===== src/hdl/bpt_pkg.sv =====
// Shared types, constants and helpers for the bandwidth pressure tuner.
// No dependencies; imported by bandwidth_pressure_tuner_core.
`timescale 1ns / 1ps
package bpt_pkg;

    typedef enum logic [3:0] {
        S_IDLE,
        S_MUL,
        S_DIV_BW,
        S_EMA1,
        S_EMA2,
        S_EMA_DIV,
        S_PRES,
        S_PRES_DIV,
        S_KNOB,
        S_FIN
    } state_t;

    localparam int CFG_W      = 20;
    localparam int ALPHA_W    = 7;
    localparam int PRES_W     = 17;
    localparam int HOT_W      = 14;
    localparam int RATE_W     = 18;
    localparam int SMIN_W     = 13;
    localparam int SMAX_W     = 16;
    localparam int MASK_W     = 4;
    localparam int KNOB_CALC_W = 20;

    localparam logic [1:0] REG_BW_HIGH = 2'd0;
    localparam logic [1:0] REG_BW_LOW  = 2'd1;
    localparam logic [1:0] REG_ALPHA   = 2'd2;

    localparam logic [CFG_W-1:0]   BW_HIGH_RST = 20'd60000;
    localparam logic [CFG_W-1:0]   BW_LOW_RST  = 20'd30000;
    localparam logic [ALPHA_W-1:0] ALPHA_RST   = 7'd40;

    localparam logic [HOT_W-1:0]  HOT_DEF  = 14'd1000;
    localparam logic [RATE_W-1:0] RATE_DEF = 18'd65536;
    localparam logic [SMIN_W-1:0] SMIN_DEF = 13'd1000;
    localparam logic [SMAX_W-1:0] SMAX_DEF = 16'd60000;

    localparam logic signed [PRES_W-1:0] Q15_ONE = 17'sd32768;

    typedef logic signed [KNOB_CALC_W-1:0] knob_t;

    // Slope of each knob, chosen by the sign of the pressure
    function automatic logic [16:0] knob_k(input logic [1:0] idx, input logic neg);
        logic [16:0] k;
        k = 17'd0;
        case (idx)
            2'd0: k = neg ? 17'd900   : 17'd9000;
            2'd1: k = neg ? 17'd65536 : 17'd65280;
            2'd2: k = neg ? 17'd800   : 17'd4000;
            default: k = neg ? 17'd55000 : 17'd0;
        endcase
        return k;
    endfunction

    function automatic knob_t clamp_knob(input knob_t v, input knob_t lo, input knob_t hi);
        knob_t r;
        r = v;
        if (v < lo) r = lo;
        if (v > hi) r = hi;
        return r;
    endfunction

endpackage


===== src/hdl/bandwidth_pressure_tuner_core.sv =====
// Bandwidth pressure tuner: sample in, bandwidth, smoothing, pressure and knobs out.
// Depends on bpt_pkg; one shared bit-serial restoring divider does all divisions.
//
//  channel | signals                                       | direction
//  --------+-----------------------------------------------+----------
//  sample  | in_valid, in_ready, count_total, elapsed_us   | in
//  result  | out_valid, out_ready, bandwidth_mbps .. mask  | out
//  config  | psel, penable, pwrite, paddr, pwdata, prdata  | in/out
//
// A baseline or zero-interval request is taken and gives no result.
// A full request runs the 64-step divider for the bandwidth, again for the moving
// average once it holds a value, and again for a pressure between the thresholds;
// a multiply comes first, and the four knobs are worked out in turn before a
// finishing step. The result sits in an output register, so the next
// request is taken while it waits; finishing stalls only if it is still unclaimed.
// Reset is asynchronous and needs no clearing pass.
`timescale 1ns / 1ps
module bandwidth_pressure_tuner_core #(
    parameter int BYTES_PER_COUNT = 64,
    parameter int BW_WIDTH        = 20
) (
    input  logic                          clk,
    input  logic                          rst_n,
    input  logic                          psel,
    input  logic                          penable,
    input  logic                          pwrite,
    input  logic [3:0]                    paddr,
    input  logic [31:0]                   pwdata,
    output logic [31:0]                   prdata,
    output logic                          pready,
    input  logic                          in_valid,
    output logic                          in_ready,
    input  logic [63:0]                   count_total,
    input  logic [31:0]                   elapsed_us,
    output logic                          out_valid,
    input  logic                          out_ready,
    output logic [BW_WIDTH-1:0]           bandwidth_mbps,
    output logic [BW_WIDTH-1:0]           smoothed_mbps,
    output logic signed [bpt_pkg::PRES_W-1:0] pressure,
    output logic [bpt_pkg::HOT_W-1:0]     hot_thresh_ms,
    output logic [bpt_pkg::RATE_W-1:0]    promote_rate_mbps,
    output logic [bpt_pkg::SMIN_W-1:0]    scan_min_ms,
    output logic [bpt_pkg::SMAX_W-1:0]    scan_max_ms,
    output logic [bpt_pkg::MASK_W-1:0]    changed_mask
);
    import bpt_pkg::*;

    localparam int FW = BW_WIDTH + 8;
    localparam int CW = ((FW > CFG_W + 8) ? FW : CFG_W + 8) + 1;
    localparam int DW = CW + 2;
    localparam logic [63:0] BW_MAX = (64'd1 << BW_WIDTH) - 64'd1;
    localparam logic [12:0] BPC = 13'(BYTES_PER_COUNT);

    state_t state_reg, state_next;

    logic [CFG_W-1:0]   bw_high_reg, bw_low_reg;
    logic [ALPHA_W-1:0] alpha_reg;

    logic [63:0]  last_count_reg;
    logic         have_base_reg;
    logic [FW-1:0] smooth_reg;
    logic         smooth_valid_reg;
    logic [HOT_W-1:0]  cur_hot_reg;
    logic [RATE_W-1:0] cur_rate_reg;
    logic [SMIN_W-1:0] cur_smin_reg;
    logic [SMAX_W-1:0] cur_smax_reg;

    logic [63:0] div_num_reg;
    logic [32:0] div_rem_reg;
    logic [31:0] div_den_reg;
    logic [5:0]  cnt_reg;
    logic [31:0] elapsed_reg;
    logic [BW_WIDTH-1:0] bw_reg;
    logic [47:0] acc_reg;
    logic        dneg_reg;
    logic signed [PRES_W-1:0] pres_reg;
    logic [1:0]  idx_reg;
    logic [3:0][16:0] scaled_reg;

    logic out_valid_reg;

    // ---- configuration port ----
    logic cfg_wr;
    assign pready = 1'b1;
    assign cfg_wr = psel & penable & pwrite & pready;

    always_comb
    begin
        prdata = 32'd0;
        unique case (paddr[3:2])
            REG_BW_HIGH: prdata = 32'(bw_high_reg);
            REG_BW_LOW:  prdata = 32'(bw_low_reg);
            REG_ALPHA:   prdata = 32'(alpha_reg);
            default:     prdata = 32'd0;
        endcase
    end

    always_ff @(posedge clk or negedge rst_n)
    begin
        if (!rst_n)
        begin
            bw_high_reg <= BW_HIGH_RST;
            bw_low_reg  <= BW_LOW_RST;
            alpha_reg   <= ALPHA_RST;
        end
        else if (cfg_wr)
        begin
            unique case (paddr[3:2])
                REG_BW_HIGH: bw_high_reg <= pwdata[CFG_W-1:0];
                REG_BW_LOW:  bw_low_reg  <= pwdata[CFG_W-1:0];
                REG_ALPHA:   alpha_reg   <= pwdata[ALPHA_W-1:0];
                default:     ;
            endcase
        end
    end

    // ---- divider step ----
    logic [32:0] rem_sh, rem_new;
    logic        ge;
    logic [63:0] num_new;
    always_comb
    begin
        rem_sh  = {div_rem_reg[31:0], div_num_reg[63]};
        ge      = rem_sh >= {1'b0, div_den_reg};
        rem_new = ge ? rem_sh - {1'b0, div_den_reg} : rem_sh;
        num_new = {div_num_reg[62:0], ge};
    end
    logic div_last;
    assign div_last = (cnt_reg == 6'd63);

    // ---- arithmetic helpers ----
    logic [ALPHA_W-1:0] a_eff;
    always_comb
    begin
        a_eff = alpha_reg;
        if (alpha_reg == '0) a_eff = 7'd1;
        if (alpha_reg > 7'd100) a_eff = 7'd100;
    end

    logic [BW_WIDTH-1:0] bw_sat;
    assign bw_sat = (num_new > BW_MAX) ? BW_WIDTH'(BW_MAX) : num_new[BW_WIDTH-1:0];

    logic [CW-1:0] s_ext, lo_ext, hi_ext;
    logic signed [DW-1:0] d_val;
    logic [DW-1:0] d_mag;
    assign s_ext  = CW'(smooth_reg);
    assign lo_ext = CW'({bw_low_reg, 8'd0});
    assign hi_ext = CW'({bw_high_reg, 8'd0});
    always_comb
    begin
        d_val = $signed(DW'(s_ext) << 1)
              - $signed(DW'({{1'b0, bw_high_reg} + {1'b0, bw_low_reg}, 8'd0}));
        d_mag = d_val[DW-1] ? DW'(-d_val) : DW'(d_val);
    end

    logic [16:0] pmag;
    logic [33:0] kprod;
    assign pmag  = pres_reg[PRES_W-1] ? 17'(-pres_reg) : 17'(pres_reg);
    assign kprod = pmag * knob_k(idx_reg, pres_reg[PRES_W-1]);

    // ---- knob combination ----
    knob_t hot_v, rate_v, smin_v, smax_v;
    knob_t sc0, sc1, sc2, sc3;
    logic pneg;
    always_comb
    begin
        pneg = pres_reg[PRES_W-1];
        sc0 = $signed({3'b0, scaled_reg[0]});
        sc1 = $signed({3'b0, scaled_reg[1]});
        sc2 = $signed({3'b0, scaled_reg[2]});
        sc3 = $signed({3'b0, scaled_reg[3]});
        hot_v  = clamp_knob(20'sd1000 + (pneg ? -sc0 : sc0), 20'sd100, 20'sd10000);
        rate_v = clamp_knob(20'sd65536 - (pneg ? -sc1 : sc1), 20'sd256, 20'sd131072);
        smin_v = clamp_knob(20'sd1000 + (pneg ? -sc2 : sc2), 20'sd200, 20'sd5000);
        smax_v = clamp_knob(pneg ? 20'sd60000 - sc3 : 20'sd60000, 20'sd5000, 20'sd60000);
        if (smax_v < smin_v) smax_v = smin_v;
    end

    // ---- sequencer ----
    logic in_acc, skip;
    assign in_acc = in_valid & in_ready;
    assign skip   = !have_base_reg || (elapsed_us == 32'd0);

    always_comb
    begin
        state_next = state_reg;
        unique case (state_reg)
            S_IDLE:     if (in_acc && !skip) state_next = S_MUL;
            S_MUL:      state_next = S_DIV_BW;
            S_DIV_BW:   if (div_last) state_next = smooth_valid_reg ? S_EMA1 : S_PRES;
            S_EMA1:     state_next = S_EMA2;
            S_EMA2:     state_next = S_EMA_DIV;
            S_EMA_DIV:  if (div_last) state_next = S_PRES;
            S_PRES:
            begin
                if (bw_high_reg <= bw_low_reg || s_ext <= lo_ext || s_ext >= hi_ext)
                    state_next = S_KNOB;
                else
                    state_next = S_PRES_DIV;
            end
            S_PRES_DIV: if (div_last) state_next = S_KNOB;
            S_KNOB:     if (idx_reg == 2'd3) state_next = S_FIN;
            S_FIN:      if (!out_valid_reg || out_ready) state_next = S_IDLE;
            default:    state_next = S_IDLE;
        endcase
    end

    always_comb
    begin
        in_ready = (state_reg == S_IDLE);
    end

    always_ff @(posedge clk or negedge rst_n)
    begin
        if (!rst_n)
            state_reg <= S_IDLE;
        else
            state_reg <= state_next;
    end

    // control state
    always_ff @(posedge clk or negedge rst_n)
    begin
        if (!rst_n)
        begin
            have_base_reg    <= 1'b0;
            smooth_valid_reg <= 1'b0;
            last_count_reg   <= '0;
            smooth_reg       <= '0;
            cur_hot_reg      <= HOT_DEF;
            cur_rate_reg     <= RATE_DEF;
            cur_smin_reg     <= SMIN_DEF;
            cur_smax_reg     <= SMAX_DEF;
            out_valid_reg    <= 1'b0;
            cnt_reg          <= '0;
            idx_reg          <= '0;
        end
        else
        begin
            if (out_valid_reg && out_ready && state_reg != S_FIN) out_valid_reg <= 1'b0;
            if (in_acc)
            begin
                last_count_reg <= count_total;
                have_base_reg  <= 1'b1;
            end
            if (state_reg == S_DIV_BW || state_reg == S_EMA_DIV || state_reg == S_PRES_DIV)
                cnt_reg <= cnt_reg + 6'd1;
            else
                cnt_reg <= '0;
            if (state_reg == S_DIV_BW && div_last && !smooth_valid_reg)
            begin
                smooth_reg       <= {bw_sat, 8'd0};
                smooth_valid_reg <= 1'b1;
            end
            if (state_reg == S_EMA_DIV && div_last)
                smooth_reg <= num_new[FW-1:0];
            if (state_reg == S_KNOB)
                idx_reg <= idx_reg + 2'd1;
            if (state_reg == S_FIN && (!out_valid_reg || out_ready))
            begin
                out_valid_reg <= 1'b1;
                cur_hot_reg   <= hot_v[HOT_W-1:0];
                cur_rate_reg  <= rate_v[RATE_W-1:0];
                cur_smin_reg  <= smin_v[SMIN_W-1:0];
                cur_smax_reg  <= smax_v[SMAX_W-1:0];
            end
        end
    end

    // datapath
    always_ff @(posedge clk)
    begin
        unique case (state_reg)
            S_IDLE:
            begin
                div_num_reg <= count_total - last_count_reg;
                elapsed_reg <= elapsed_us;
            end
            S_MUL:
            begin
                div_num_reg <= 64'(div_num_reg * BPC);
                div_rem_reg <= '0;
                div_den_reg <= elapsed_reg;
            end
            S_DIV_BW, S_EMA_DIV, S_PRES_DIV:
            begin
                div_num_reg <= num_new;
                div_rem_reg <= rem_new;
                if (state_reg == S_DIV_BW && div_last) bw_reg <= bw_sat;
                if (state_reg == S_PRES_DIV && div_last)
                    pres_reg <= dneg_reg ? -$signed(PRES_W'(num_new))
                                         : $signed(PRES_W'(num_new));
            end
            S_EMA1:
                acc_reg <= 48'(a_eff) * 48'({bw_reg, 8'd0});
            S_EMA2:
            begin
                div_num_reg <= 64'(acc_reg + 48'(7'd100 - a_eff) * 48'(smooth_reg));
                div_rem_reg <= '0;
                div_den_reg <= 32'd100;
            end
            S_PRES:
            begin
                dneg_reg    <= d_val[DW-1];
                div_num_reg <= 64'(d_mag) << 15;
                div_rem_reg <= '0;
                div_den_reg <= 32'({bw_high_reg - bw_low_reg, 8'd0});
                if (bw_high_reg <= bw_low_reg) pres_reg <= '0;
                else if (s_ext <= lo_ext)      pres_reg <= -Q15_ONE;
                else if (s_ext >= hi_ext)      pres_reg <= Q15_ONE;
            end
            S_KNOB:
                scaled_reg[idx_reg] <= kprod[31:15];
            S_FIN:
            begin
                if (!out_valid_reg || out_ready)
                begin
                    bandwidth_mbps    <= bw_reg;
                    smoothed_mbps     <= smooth_reg[FW-1:8];
                    pressure          <= pres_reg;
                    hot_thresh_ms     <= hot_v[HOT_W-1:0];
                    promote_rate_mbps <= rate_v[RATE_W-1:0];
                    scan_min_ms       <= smin_v[SMIN_W-1:0];
                    scan_max_ms       <= smax_v[SMAX_W-1:0];
                    changed_mask      <= {smax_v[SMAX_W-1:0] != cur_smax_reg,
                                          smin_v[SMIN_W-1:0] != cur_smin_reg,
                                          rate_v[RATE_W-1:0] != cur_rate_reg,
                                          hot_v[HOT_W-1:0]   != cur_hot_reg};
                end
            end
            default: ;
        endcase
    end

    assign out_valid = out_valid_reg;

`ifndef SYNTHESIS
    a_ready_idle: assert property (@(posedge clk) disable iff (!rst_n)
        in_ready |-> state_reg == S_IDLE) else $error("ready outside idle");
    a_div_den: assert property (@(posedge clk) disable iff (!rst_n)
        (state_reg == S_DIV_BW || state_reg == S_PRES_DIV) |-> div_den_reg != 32'd0)
        else $error("divide by zero");
    a_hold_out: assert property (@(posedge clk) disable iff (!rst_n)
        (out_valid_reg && !out_ready) |=> out_valid_reg) else $error("result dropped");
    a_pres_range: assert property (@(posedge clk) disable iff (!rst_n)
        state_reg == S_KNOB |-> (pres_reg <= Q15_ONE && pres_reg >= -Q15_ONE))
        else $error("pressure out of range");
`endif

endmodule

===== config.mk =====
export PLATFORM = sky130hd
export DESIGN_NAME = bandwidth_pressure_tuner_core
export DESIGN_NICKNAME = d
export VERILOG_FILES = /design/src/hdl/bpt_pkg.sv /design/src/hdl/bandwidth_pressure_tuner_core.sv
export SDC_FILE = /design/constraint.sdc
export NUM_CORES = 2
export LEC_CHECK = 0
export BUFFER_PORTS_ARGS = -buffer_cell sky130_fd_sc_hd__buf_2
export CORE_MARGIN = 2
export CORE_UTILIZATION = 65
export CTS_BUF_LIST = sky130_fd_sc_hd__clkbuf_4 sky130_fd_sc_hd__clkbuf_8
export DETAILED_ROUTE_END_ITERATION = 8
export GPL_TIMING_DRIVEN = 0
export PLACE_DENSITY = 0.84
export REMOVE_ABC_BUFFERS = 1
export SYNTH_ARGS = -nofsm -noshare
export SYNTH_HDL_FRONTEND = slang
export SYNTH_SLANG_ARGS = --single-unit

===== constraint.sdc =====
create_clock -name clk -period 10.4 [get_ports clk]
set_input_delay 0.52 -clock clk [delete_from_list [all_inputs] [get_ports clk]]
set_output_delay 0.52 -clock clk [all_outputs]
set_load 0.02 [all_outputs]

==> implementation parameters <==
Parameter                              Value

Drt
  Total via count in the routed design ... 54728
  Routed len/inst ... 20.8 microns
  Antenna viol nets, final ... 0
  Detailed-router iteration count before antenna repair ... 9
  Total Routed Length ... 188000 microns
  Violation count after the first detailed-route iteration ... 5121
  Total DRC errors in the routed layout ... 0
  Drt via density ... 6.06

Global routing
  Aggregate global routing overflow ... 0
  Vias in the first global route ... 55834
  Initial antenna violation count ... 7
  Global-route wire length before repair ... 298000 microns
  Overall track demand over capacity in global routing ... 35.3%
  Maximum number of pins on one net before global-route repair ... 98

Clocking
  TritonCTS clock tree ... built
  Clock sink count ... 630
  Clock latency of the later-clocked register in the worst-skew pair ... 0.81 ns
  Clock slew at reported path FFs ... 0.06 ns
  Inserted Clock Buffers ... 112
  Root buf cell ... clkbuf_8
  Worst-case clock buffer depth ... 3
  CTS H-tree lvls ... 3

Logic synthesis
  Number of unique standard cell types used by synthesis ... 99
  Largest cells by area after synthesis ... fa_1 (19%), edfxtp_1 (18%), ha_1 (11%)
  Synthesized netlist cell count ... 7196
  Synth Area in Compound Gates ... 13.6%
  Most used flip-flop cell after synthesis ... edfxtp_1
  Post-synthesis share of cell area spent on xor and xnor gates ... 6.25%
  Library cell with the highest instance count after synthesis ... inv_1
  Flop and latch count out of synthesis ... 630
  Area share of the largest cell type after synthesis ... 19.0%
  Cell area after synthesis ... 67800 sq um
  Leading post-synthesis cells by instance count ... inv_1 (1102), nand2_1 (741), fa_1 (643), ha_1 (614), edfxtp_1 (415)
  Sequential-to-total area share from yosys stat ... 26.4%
  Area share of and/or/nand/nor cells after synthesis ... 13.5%
  Dominant combinational cell family by area after synthesis ... adder cells
  Fraction of synthesis flops using an asynchronous set or reset pin ... 34.1%
  Portion of netlist area occupied by mux cells ... 2.03%
  Cell accounting for the most synthesized area ... fa_1
  Synthesis Warnings ... 0
  EDFF count, synth ... 415
  Adder-cell share of the synthesized area ... 30.4%
  Post-Syn Area per Cell ... 9.42 sq um

STA
  Shortest clock period the worst path allows after layout ... 10.08 ns
  Worst-Margin Slew ... 1.36 ns
  Max transition margin ... 9.10%
  Skew final ... 0.0362 ns
  Pins over their slew limit ... 0
  Final total negative setup slack ... 0 ns
  Fin worst setup slack ... 0.319 ns
  Crit share post-route ... 96.9%
  Setup repair after global routing missed its margin ... yes
  Final setup violating endpoints ... 0
  Fmax ... 99.2 MHz
  Final Hold Fails ... 0

Layout
  Number of nets at the end of the flow ... 8949
  Area Overhead vs Synth ... 10.3%
  Proportion of layout cells with a drive suffix above 1 ... 9.63%

Die
  Initial core utilization ... 65.5%
  Die boundary height ... 327 microns
  I/O pin cnt ... 296
  Area of the die ... 107000 sq um
  Floorplan die width ... 327 microns
  Area of the placeable core ... 103000 sq um
  Placement row count ... 118

Placed design
  Worst slack after detailed placement ... -2.02 ns
  Final GP Congestion ... 0.965
  Half-perimeter wire length of the detailed placement result ... 146000 microns
  Buffers added on ports ... 268

Setup path
  Data required time at the worst endpoint ... 11.01 ns
  Slowest cell delay on critical path ... 0.76 ns
  Cell type with the highest occurrence count on the critical path ... inv_1
  Launching element type of the critical path ... flop
  Cell type of the slowest stage on the worst timing path ... dfstp_2
  Arrival @ worst endpoint ... 10.69 ns
  Kind of end point of the critical path ... flop
  Critical path type ... reg -> reg
  Highest net fanout along the worst path ... 30

Job
  Number of violations of the max-capacitance limit ... 0

Status
  Run status ... complete, no violations

Min path
  Hold WC Path Type ... in -> reg
==> logic make-up (layout without fill, tap and decap cells) <==
kind of cell | after synthesis | count (layout)
compound gates | 1397 | 1397
xor+xnor | 484 | 484
fa+ha+maj | 1263 | 1263
buf+inv | 1381 | 1748
flops | 630 | 630
mux | 127 | 127
other cells | 2 | 93
simple gates | 1912 | 1912
==> cell type report <==
class                      instances  area, sq um
timing repair buffer             430         3240
fill                            7393        28800
clock inverter                    46          449
sequential                       630        17900
multi-input combinational       5272        45200
antenna                            4         10.0
tap                             1380         1730
clock buffer                     165         2030
inverter                        1107         4160
==> repair_timing <==
item                                    4_1_cts  5_1_grt
endpoints found under the setup margin       22       18
resized for setup                            13        9
hold buffers                                117        0
pin swaps                                     2        2
hold endpoints to repair                    188        0
setup buffers                                 1        6
==> path summary, 6_finish.rpt <==
check                                            start                        endpoint  slack, ns  depth (start not counted)
setup / recovery              alpha_reg[3]$_DFFE_PN1P_       div_num_reg[32]$_DFFE_PP_       0.32                         36
hold / removal                          count_total[1]   last_count_reg[1]$_DFFE_PN0P_       0.06                          3
setup reg to reg              alpha_reg[3]$_DFFE_PN1P_       div_num_reg[32]$_DFFE_PP_       0.32                         36
hold reg to reg            cur_smax_reg[9]$_DFFE_PN1P_     cur_smax_reg[9]$_DFFE_PN1P_       0.47                          2
max in group asynchronous                        rst_n  last_count_reg[61]$_DFFE_PN0P_       8.81                          4
min in group asynchronous                        rst_n    cur_rate_reg[13]$_DFFE_PN0P_       0.22                          2
==> placed cells by master (no fill, tap or decap), drive strengths merged, types with 56 or more instances in the layout <==
| cell type | netlist | routed |
|---|---|---|
| nor4 | 56 | 56 |
| a21o | 151 | 151 |
| mux2 | 86 | 86 |
| nor2 | 376 | 376 |
| o21ai | 343 | 343 |
| fa | 643 | 643 |
| ha | 614 | 614 |
| and2 | 201 | 201 |
| inv | 1102 | 1104 |
| xnor2 | 280 | 280 |
| conb | 2 | 89 |
| o31ai | 69 | 69 |
| a21oi | 306 | 306 |
| nand2b | 61 | 61 |
| nand3 | 80 | 80 |
| clkbuf | 243 | 165 |
| xor2 | 204 | 204 |
| nor3 | 106 | 106 |
| dlygate4sd3 | 0 | 117 |
| edfxtp | 415 | 415 |
| nand2 | 741 | 741 |
| buf | 31 | 313 |
| dfrtp | 179 | 179 |
==> per-stage QoR <==
stage / cell area (sq um) / hold WS (ns) / utilization (%) / instances
after floorplan: 67000 / 0.224 / - / 7009
after global placement: 70100 / 0.450 / 67.7 / 8657
after detailed placement: 70900 / 0.457 / 68.5 / 8694
after CTS: 74600 / 0.0236 / 72.1 / 9023
after global routing: 74700 / 0.0720 / 72.2 / 9031
final: 74700 / 0.0592 / 72.2 / 9034
==> layer usage <==
layer	up-vias	share of wire [%]	global-route usage (%)
li1	25002	-	-
met1	26572	37	43.4
met2	2570	48	59.6
met3	576	9.6	8.11
met4	8	5.2	16.0
met5	-	0.030	0
==> worst max-delay path, delay by kind of cell (launching register included) <==
kind / cells / cell delay, ns
simple gates: 5 / 0.86
flops: 1 / 0.76
fa+ha+maj: 10 / 4.28
compound gates: 12 / 2.62
buf+inv: 8 / 0.75
xor+xnor: 1 / 0.60
Power is left out: the tool's default activity adds up to more than one toggle a clock period on the data nets, which glitch-free logic cannot reach.
